[config.mk]
export PLATFORM = sky130hd
export DESIGN_NAME = input_capture_frequency_meter_flat
export DESIGN_NICKNAME = d
export VERILOG_FILES = /design/src/rtl/icfm_pkg.sv /design/src/rtl/icfm_if.sv /design/src/rtl/icfm_div.sv /design/src/rtl/input_capture_frequency_meter.sv /design/src/flat_wrapper.sv
export SDC_FILE = /design/constraint.sdc
export NUM_CORES = 1
export LEC_CHECK = 0
export BUFFER_PORTS_ARGS = -buffer_cell sky130_fd_sc_hd__buf_2
export CORE_MARGIN = 8
export CORE_UTILIZATION = 55
export DETAILED_ROUTE_END_ITERATION = 16
export PLACE_DENSITY = 0.72
export SLEW_MARGIN = 20
export SYNTH_ARGS = -nofsm -noshare
export SYNTH_HDL_FRONTEND = slang
export SYNTH_SLANG_ARGS = --single-unit
export TNS_END_PERCENT = 5
[constraint.sdc]
create_clock -name clk -period 5.6 [get_ports clk]
set_input_delay 1.12 -clock clk [delete_from_list [all_inputs] [get_ports clk]]
set_output_delay 1.12 -clock clk [all_outputs]
set_load 0.05 [all_outputs]
[src/rtl/icfm_pkg.sv]
// shared widths and constants of the input capture frequency meter
`default_nettype none
package icfm_pkg;
	localparam int unsigned CAP_W   = 16;
	localparam int unsigned STAMP_W = 32;
	localparam int unsigned FREQ_W  = 32;
	localparam logic [FREQ_W-1:0] CLK_HZ_RESET = 32'd2000000;

	// event kinds
	localparam logic FUNC_OVERFLOW = 1'b0;
	localparam logic FUNC_CAPTURE  = 1'b1;
endpackage
`default_nettype wire

[src/rtl/icfm_if.sv]
// valid/ready channel interfaces of the input capture frequency meter
`default_nettype none
interface icfm_sample_if import icfm_pkg::*; ();
	logic             valid;
	logic             ready;
	logic             func;
	logic [CAP_W-1:0] capture_value;

	modport source (output valid, output func, output capture_value, input ready);
	modport sink (input valid, input func, input capture_value, output ready);
endinterface

interface icfm_result_if import icfm_pkg::*; ();
	logic              valid;
	logic              ready;
	logic [FREQ_W-1:0] frequency_hz;

	modport source (output valid, output frequency_hz, input ready);
	modport sink (input valid, input frequency_hz, output ready);
endinterface

interface icfm_cfg_if import icfm_pkg::*; ();
	logic              valid;
	logic              ready;
	logic [FREQ_W-1:0] data;

	modport source (output valid, output data, input ready);
	modport sink (input valid, input data, output ready);
endinterface
`default_nettype wire

[src/rtl/icfm_div.sv]
// radix-2 restoring divider, one quotient bit per cycle
`default_nettype none
module icfm_div import icfm_pkg::*; (
	input  wire logic              clk,
	input  wire logic              arst_n,
	input  wire logic              start,
	input  wire logic [FREQ_W-1:0] num,
	input  wire logic [FREQ_W-1:0] den,
	output logic                   done,
	output logic [FREQ_W-1:0]      quot
);
	localparam int unsigned CNT_W = $clog2(FREQ_W);

	logic              busy_q;
	logic              done_q;
	logic [CNT_W-1:0]  cnt_q;
	logic [FREQ_W:0]   rem_q;
	logic [FREQ_W-1:0] quot_q;
	logic [FREQ_W-1:0] den_q;

	logic [FREQ_W:0] rem_shift;
	logic [FREQ_W:0] rem_diff;
	logic            fits;

	// shift in the next numerator bit and trial subtract
	assign rem_shift = {rem_q[FREQ_W-1:0], quot_q[FREQ_W-1]};
	assign rem_diff  = rem_shift - {1'b0, den_q};
	assign fits      = rem_shift >= {1'b0, den_q};

	always_ff @(posedge clk or negedge arst_n) begin
		if (!arst_n) begin
			busy_q <= 1'b0;
			done_q <= 1'b0;
			cnt_q  <= '0;
		end else begin
			done_q <= 1'b0;
			if (start) begin
				busy_q <= 1'b1;
				cnt_q  <= '0;
			end else if (busy_q) begin
				cnt_q <= cnt_q + 1'b1;
				if (cnt_q == CNT_W'(FREQ_W - 1)) begin
					busy_q <= 1'b0;
					done_q <= 1'b1;
				end
			end
		end
	end

	always_ff @(posedge clk) begin
		if (start) begin
			rem_q  <= '0;
			quot_q <= num;
			den_q  <= den;
		end else if (busy_q) begin
			rem_q  <= fits ? rem_diff : rem_shift;
			quot_q <= {quot_q[FREQ_W-2:0], fits};
		end
	end

	assign done = done_q;
	assign quot = quot_q;
endmodule
`default_nettype wire

[src/rtl/input_capture_frequency_meter.sv]
// Reciprocal frequency meter. An overflow event or a capture that produces no
// result is taken while the block stays idle. A capture that follows an
// earlier one with a nonzero tick difference starts the radix-2 divider; the
// block takes no new request while it accepts the capture, runs 32 divider
// steps and loads the result register, waiting while that register is full.
// The user must write the timer clock register through cfg only while the
// block is idle; the block itself does not enforce it. It resets to 2 MHz.
`default_nettype none
module input_capture_frequency_meter import icfm_pkg::*; (
	input  wire logic     clk,
	input  wire logic     arst_n,
	icfm_sample_if.sink   sample,
	icfm_result_if.source result,
	icfm_cfg_if.sink      cfg
);
	typedef enum logic [1:0] {ST_IDLE, ST_DIV, ST_WAIT} state_t;

	state_t            state_q;
	logic [FREQ_W-1:0] clk_hz_q;
	logic [CAP_W-1:0]  ovf_q;
	logic [STAMP_W-1:0] last_q;
	logic              have_prev_q;
	logic              res_valid_q;
	logic [FREQ_W-1:0] res_q;

	logic               accept;
	logic [STAMP_W-1:0] stamp;
	logic [STAMP_W-1:0] delta;
	logic               div_start;
	logic               div_done;
	logic [FREQ_W-1:0]  div_quot;
	logic               slot_free;

	assign sample.ready = (state_q == ST_IDLE);
	assign accept       = sample.valid && sample.ready;
	assign stamp        = {ovf_q, sample.capture_value};
	assign delta        = stamp - last_q;
	assign div_start    = accept && (sample.func == FUNC_CAPTURE) && have_prev_q
		&& (delta != '0);
	assign slot_free    = !res_valid_q || result.ready;

	assign cfg.ready = 1'b1;

	icfm_div u_div (
		.clk    (clk),
		.arst_n (arst_n),
		.start  (div_start),
		.num    (clk_hz_q),
		.den    (delta),
		.done   (div_done),
		.quot   (div_quot)
	);

	always_ff @(posedge clk or negedge arst_n) begin
		if (!arst_n) begin
			state_q     <= ST_IDLE;
			clk_hz_q    <= CLK_HZ_RESET;
			ovf_q       <= '0;
			last_q      <= '0;
			have_prev_q <= 1'b0;
			res_valid_q <= 1'b0;
			res_q       <= '0;
		end else begin
			if (cfg.valid && cfg.ready) begin
				clk_hz_q <= cfg.data;
			end
			if (res_valid_q && result.ready) begin
				res_valid_q <= 1'b0;
			end
			case (state_q)
				ST_IDLE: begin
					if (accept) begin
						if (sample.func == FUNC_OVERFLOW) begin
							ovf_q <= ovf_q + 1'b1;
						end else begin
							last_q      <= stamp;
							have_prev_q <= 1'b1;
							if (div_start) begin
								state_q <= ST_DIV;
							end
						end
					end
				end
				ST_DIV: begin
					if (div_done) begin
						if (slot_free) begin
							res_q       <= div_quot;
							res_valid_q <= 1'b1;
							state_q     <= ST_IDLE;
						end else begin
							state_q <= ST_WAIT;
						end
					end
				end
				ST_WAIT: begin
					// quotient stays in the divider until the result slot drains
					if (slot_free) begin
						res_q       <= div_quot;
						res_valid_q <= 1'b1;
						state_q     <= ST_IDLE;
					end
				end
				default: begin
					state_q <= ST_IDLE;
				end
			endcase
		end
	end

	assign result.valid        = res_valid_q;
	assign result.frequency_hz = res_q;

	a_start_idle: assert property (@(posedge clk) disable iff (!arst_n)
		div_start |-> state_q == ST_IDLE)
		else $error("divider started while busy");

	a_done_in_div: assert property (@(posedge clk) disable iff (!arst_n)
		div_done |-> state_q == ST_DIV)
		else $error("divider finished outside the divide state");

	a_div_follows_start: assert property (@(posedge clk) disable iff (!arst_n)
		div_start |=> state_q == ST_DIV)
		else $error("divide state not entered after start");

	a_load_sets_valid: assert property (@(posedge clk) disable iff (!arst_n)
		(state_q == ST_WAIT && slot_free) |=> res_valid_q && state_q == ST_IDLE)
		else $error("pending quotient not loaded");
endmodule
`default_nettype wire

[src/flat_wrapper.sv]
// flat-port wrapper written by rule: the top's interface ports become plain ports
module input_capture_frequency_meter_flat import icfm_pkg::*;
  (clk, arst_n, sample_valid, sample_func, sample_capture_value, sample_ready, result_valid, result_frequency_hz, result_ready, cfg_valid, cfg_data, cfg_ready);
  icfm_sample_if sample_i ();
  icfm_result_if result_i ();
  icfm_cfg_if cfg_i ();
  input  wire logic clk;
  input  wire logic arst_n;
  input wire logic [$bits(sample_i.valid)-1:0] sample_valid;
  input wire logic [$bits(sample_i.func)-1:0] sample_func;
  input wire logic [$bits(sample_i.capture_value)-1:0] sample_capture_value;
  output wire logic [$bits(sample_i.ready)-1:0] sample_ready;
  output wire logic [$bits(result_i.valid)-1:0] result_valid;
  output wire logic [$bits(result_i.frequency_hz)-1:0] result_frequency_hz;
  input wire logic [$bits(result_i.ready)-1:0] result_ready;
  input wire logic [$bits(cfg_i.valid)-1:0] cfg_valid;
  input wire logic [$bits(cfg_i.data)-1:0] cfg_data;
  output wire logic [$bits(cfg_i.ready)-1:0] cfg_ready;
  assign sample_i.valid = sample_valid;
  assign sample_i.func = sample_func;
  assign sample_i.capture_value = sample_capture_value;
  assign sample_ready = sample_i.ready;
  assign result_valid = result_i.valid;
  assign result_frequency_hz = result_i.frequency_hz;
  assign result_i.ready = result_ready;
  assign cfg_i.valid = cfg_valid;
  assign cfg_i.data = cfg_data;
  assign cfg_ready = cfg_i.ready;
  input_capture_frequency_meter u_core (.clk(clk), .arst_n(arst_n), .sample(sample_i), .result(result_i), .cfg(cfg_i));
endmodule
# ---- Yosys cells after proc, flatten, opt, wreduce, memory -nomap -nowiden
# Index checks and enable logic that the tools add are counted.
dict set report totals {
  register_bits 219
  in_bits 54
  out_inout_bits 35
  wordCells 67
}
dict set report classes {
  addsub 4
  magnitude_cmp 1
  eq_ne 8
  mux 25
  bitwise_logic 1
  n_reduce_logical 15
}
# operator n
set ops {}
lappend ops {{32-bit two-way mux} 5}
lappend ops {{32-bit case mux with 2 select lines} 1}
lappend ops {{32-bit subtractor} 2}
lappend ops {{33-bit by 32-bit >= comparator with 1-bit output} 1}
lappend ops {{32-bit nonzero test} 1}
lappend ops {{16-bit by 1-bit adder with 16-bit output, second input constant} 1}
lappend ops {{2-bit two-way mux} 6}
lappend ops {{5-bit two-way mux} 2}
lappend ops {{1-bit two-way mux} 9}
lappend ops {{2-bit inequality test, second input constant} 4}
lappend ops {{2-bit case mux with 3 select lines} 1}
lappend ops {{3-bit AND reduction} 2}
lappend ops {{5-bit by 1-bit adder with 5-bit output, second input constant} 1}
lappend ops {{5-bit equality test, second input constant} 1}
lappend ops {{1-bit logical AND} 5}
lappend ops {{5-bit AND reduction} 1}
lappend ops {{2-bit nonzero test} 2}
lappend ops {{2-bit by 1-bit equality test with 1-bit output, second input constant} 1}
lappend ops {{2-bit equality test, second input constant} 1}
lappend ops {{2-bit zero test} 1}
lappend ops {{2-bit by 1-bit inequality test with 1-bit output, second input constant} 1}
lappend ops {{1-bit case mux with 2 select lines} 1}
lappend ops {{2-bit AND reduction} 1}
lappend ops {{1-bit zero test} 1}
lappend ops {{other kinds (2)} 2}

# ---- Logic depth before layout (Yosys ltp)
dict set report depth {
  ltp_word 9
  mapped_depth 18
  ltp_nobuf 16
}

# ---- Modules after synthesis
# A second synthesis with hierarchy kept.
dict set report unflattened {
  cells_unflattened 1229
  area_unflattened_um2 12685.9
}
# mod n_inst cells_each area_each_um2 seq_area_each_um2
set by_module_without_submodules {}
lappend by_module_without_submodules {input_capture_frequency_meter 1 665 6926.6 2911.5}
lappend by_module_without_submodules {icfm_div 1 564 5759.3 2737.6}

# ---- Worst setup path before layout
# No wires, ideal clock.
dict set report synth_path {
  path_kind {in2reg}
  start {in sample_capture_value[6]}
  end {reg u_core.u_div.quot_q[0], in the netlist u_core.u_div.quot[0], enable pin}
  setup_ns 0.389
  t_arrival_ns 4.422
  required_ns 5.211
  path_slack_ns 0.788
  stages 12
  n_path_buf 1
  cell_sequence {ha_1 buf_2 a211o_1 nor3_1 o31ai_2 a22o_1 or4b_1 o311ai_0 or4_1 nor3_2 or2b_2 nand2_1}
}
dict set report synth_between {
  elab_chain_cells 4
}
# item line
set synth_lines {}
lappend synth_lines {{start, declared} flat_wrapper.sv:11} ;# input wire logic [$bits(sample_i.capture_value)-1:0] sample_capture_value;
lappend synth_lines {{32-bit subtractor} input_capture_frequency_meter.sv:37} ;# assign delta = stamp - last_q;
lappend synth_lines {{net u_core.delta[27]} input_capture_frequency_meter.sv:28} ;# logic [STAMP_W-1:0] delta;
lappend synth_lines {{32-bit nonzero test} input_capture_frequency_meter.sv:39} ;# && (delta != '0);
lappend synth_lines {{1-bit logical AND} input_capture_frequency_meter.sv:39}
lappend synth_lines {{2-bit nonzero test (no line)} --}
lappend synth_lines {{end signal, assigned} icfm_div.sv:53} ;# quot_q <= num;
lappend synth_lines {{end signal, assigned} icfm_div.sv:57} ;# quot_q <= {quot_q[FREQ_W-2:0], fits};
lappend synth_lines {{end, declared} icfm_div.sv:18} ;# logic [FREQ_W-1:0] quot_q;
# The timed path passes the listed nets, and every way through them passes these cells.
# A chain may end at the register's enable or synchronous reset.

# ---- Worst setup path after layout
dict set report layout_path {
  start {in sample_capture_value[0]}
  end {reg u_core.u_div.quot_q[27], in the netlist u_core.u_div.quot[27] (data pin)}
}
dict set report layout_between {
  elab_chain_cells 4
}
# item line
set layout_lines {}
lappend layout_lines {{32-bit subtractor} input_capture_frequency_meter.sv:37}
lappend layout_lines {{net u_core.delta[14]} input_capture_frequency_meter.sv:28}
lappend layout_lines {{32-bit nonzero test} input_capture_frequency_meter.sv:39}
lappend layout_lines {{1-bit logical AND} input_capture_frequency_meter.sv:39}
lappend layout_lines {{32-bit two-way mux} icfm_div.sv:51} ;# if (start) begin
# The timed path passes the listed nets, and every way through them passes these cells.

==> summary.md <==
| Metric | Value |
|---|---|
| Worst R2R Setup Slack | 1.23 ns |
| Worst Slack Setup Final | 0.886 ns |
| Post-Syn Instances | approximately 1.2k |
| Reg2reg path depth | 14 |
| Gr ovfl total | 0 |
| FF+latch count, synth | approximately 220 |
| Final count of hold timing violations | 0 |
| Met2 GRT Util | 32.3% |
| Placer Congestion | 0.890 |
| WHS Path Cells | 1 |
| Distinct cells, synth | 79 |
| Setup TNS Final | 0 ns |
| Met3 Use GR | 2.59% |
| CORE AREA | around 23000 um2 |
| Largest area contributor in the netlist | dfrtp_1 |
| CTS H-tree lvls | 1 |
| Initial Utilization | 55.3% |
| Max Clock Skew | 0.0121 ns |
| Max stage delay on crit path | 0.54 ns |
| Crit share post-route | 84.2% |
| Proportion of layout cells with a drive suffix above 1 | 22.2% |
| Multi-input logic area | 6570 um2 |
| Relative max-transition margin | 34.7% |
| Hold WS | 0.466 ns |
| Drt wl/cell | 16.6 um |
| N_diodes | 0 |
| Critical hold path startpoint | u_core.have_prev_q$_DFFE_PN0P_ |
| DR vias | 9247 |
| Crit path max-delay family | simple AND/OR/NAND/NOR gates |
| Main synth FF type | dfrtp_1 |
| Slew @ Worst Pin | 0.977 ns |
| Sequential cell area | roughly 5700 um2 |
| Cell Pwr Density | 609 nW/um2 |
| Met1 usage | 24.8% |
| Hold-fix buffers, CTS | 0 |
| Leakage Power | approximately 6.5 nW |
| Final Critical Period | 4.71 ns |
| Slew Viols, Final | 0 |
| Seq/Total Area, Yosys | between 40 and 50% |
| Residual DRC count | 0 |
| Row count | 56 |
| Vias/cell | about 5.7 |
| Largest cells by area after synthesis | dfrtp_1, edfxtp_1, mux2_2 |
| Fillcell total | 1893 |
| Syn nets | 1352 |
| CTS tree | yes |
| Util after Layout | 61.6% |
| Fmax | 0.212 GHz |
| Hold Path Class | reg2reg |
| Reg2reg start | u_core.last_q[0]$_DFFE_PN0P_ |
| Maximum clock insertion buffer count | 3 |
| Status | completed |
| Antenna-violating nets left | 0 |
| Die area | 28500 um2 |
| Most Used Layer, Global Route | met2 |
| Final setup vio count | 0 |
| Final nets | between 1k and 1.5k |
| Share of the synthesized area in the top cell type | 22.6% |
| Clock root buffer | clkbuf_16 |
| Worst EP arrival | 4.98 ns |
| Number of buffers and inverters on the critical path | 3 |
| CP max stage cell | or4b_1 |
| Critical Path End Type | flop |
| WS Path Type | in2reg |
| Crit path max fanout | 36 |
| Setup bufs post-CTS | 0 |
| Clock sinks | 219 |
| WP data required | approximately 5.9 ns |
| Synth-to-Final Area Change | 11.4% |
| Max-cap violations | 0 |
| Ports | approximately 90 |
| First-pass GRT wire length | approximately 45000 um |
| Startpoint Class | input pin |
| Violation count after the first detailed-routing iteration | 561 |
| Initial antenna violation count | 0 |
| Number of synthesized flops with an enable pin | 64 |
| Fraction of registers with async set/reset | a little under three fifths |
| GRT Resource Usage Total | 18.8% |
| Num CTS Buffers | 25 |
| Chip width | around 170 um |
| # resized after CTS | 0 |
| FF-to-FF End | u_core.u_div.quot[27]$_DFFE_PP_ |
| VDD IR max | around 0.00040 V |
| DRT Pass-1 Iters | 5 |
| WL final | around 27000 um |
| Dpl hpwl | roughly 19000 um |
| Number of global-route vias before repair | 9156 |
| Pre-CTS WS | 0.365 ns |
| Pwr Total | 8.70 mW |
| Crit-path cells | buf_2 > inv_1 > ha_1 > fa_1 > nand2b_1 > a21oi_1 > or3_1 > a211oi_1 > xnor2_1 > or4b_1 > nor4_1 > nand4b_1 > nor3_2 > or2b_2 > inv_4 > mux2_4 |
| Die Height | around 170 um |
| Yosys warns | 0 |
| Clock-pin slew on the worst setup and hold paths | 0.06 ns |
| Port-buffer cells | 87 |
| Mapped cell area | 12800 um2 |
| WHS Endpoint | u_core.have_prev_q$_DFFE_PN0P_ |
| Mean Syn Cell Area | 10.5 um2 |
| Unrepaired setup endpoints after global routing | no |
| Pin count of the biggest net entering global routing | between 60 and 70 |
| Worst-Skew Late Latency | between 0.5 and 0.6 ns |
placed cells by master (no fill, tap or decap), types with 30 or more instances in the layout:
cell	n
mux2_4	30
a211oi_1	31
nor2_1	85
mux2_2	97
inv_1	94
xnor2_1	38
buf_2	86
nand2_1	58
edfxtp_1	64
dfxtp_1	32
ha_1	70
a21oi_1	72
nand3_1	30
o21ai_0	49
dfrtp_1	115
stage by stage:
stage	instances	area [um2]
2_1_floorplan	1226	12800
3_3_place_gp	1583	13500
3_5_place_dp	1583	13500
4_1_cts	1628	14300
5_1_grt	1628	14300
6_report	1628	14300
worst max path at each step:
stage                                       start                             endpoint  slack (ns)  cells after the start
after floorplan           sample_capture_value[6]       u_core.u_div.quot[0]$_DFFE_PP_        0.79                     12
after global placement    sample_capture_value[0]      u_core.u_div.quot[30]$_DFFE_PP_        0.44                     16
after detailed placement  sample_capture_value[0]      u_core.u_div.quot[27]$_DFFE_PP_        0.37                     16
after CTS                 sample_capture_value[0]      u_core.u_div.quot[27]$_DFFE_PP_        0.90                     16
after global routing      sample_capture_value[0]  u_core.u_div.rem_q[24]$_SDFFE_PN0P_        0.59                     17
final                     sample_capture_value[0]      u_core.u_div.quot[27]$_DFFE_PP_        0.89                     16
registers in the layout (all words and copies together), names as in the netlist:
name / count
u_core.state_q: 2
u_core.have_prev_q: 1
u_core.last_q: 32
u_core.u_div.rem_q: 32
u_core.u_div.cnt_q: 5
u_core.u_div.busy_q: 1
u_core.u_div.den_q: 32
u_core.result.frequency_hz: 32
u_core.ovf_q: 16
u_core.result.valid: 1
u_core.u_div.quot: 32
u_core.u_div.done: 1
u_core.clk_hz_q: 32
synthesized netlist by cell type, types with 30 or more instances:
| library cell | n |
|---|---|
| nand2_1 | 58 |
| mux2_4 | 30 |
| dfxtp_1 | 32 |
| ha_1 | 70 |
| inv_1 | 94 |
| nand3_1 | 31 |
| o21ai_0 | 49 |
| dfrtp_1 | 116 |
| edfxtp_1 | 64 |
| xnor2_1 | 38 |
| a21oi_1 | 72 |
| clkbuf_1 | 37 |
| nor2_1 | 86 |
| mux2_2 | 97 |
| a211oi_1 | 31 |
power breakdown:
group	internal [mW]	leakage [nW]	total [mW]	switching, mW
Combinational	1.98	3.68	4.52	2.54
Clock	0.929	0.389	1.57	0.643
Sequential	2.29	2.46	2.61	0.320
Total	5.20	6.53	8.70	3.50
kinds of logic after synthesis:
kind of cell / count (synthesis) / share of synthesized area [%]
other: 1 / 0.0292
XOR/XNOR: 59 / 4.03
buffers and inverters: 153 / 4.95
flip-flops: 219 / 44.0
adder cells (fa/ha/maj): 72 / 7.14
AND/OR/NAND/NOR: 301 / 11.8
AO/OA/AOI/OAI: 268 / 14.0
multiplexers: 153 / 14.1
layer usage:
metal,up-vias,share of wire [%],wire [um]
li1,4583,-,-
met3,35,4.2,1140
met2,166,48,13000
met1,4463,46,12400
met4,0,1.7,464
met5,-,0,0
area by class of cell:
type                            instances  share of cell area [%]
Timing Repair Buffer                   95                    3.57
Sequential cell                       219                    39.5
Inverter                               96                    2.54
Clock buffer                           35                    4.92
Multi-Input combinational cell        854                    45.9
Tap cell                              319                    2.79
Clock inverter                         10                   0.709
Power figures use the tool's default switching activity.
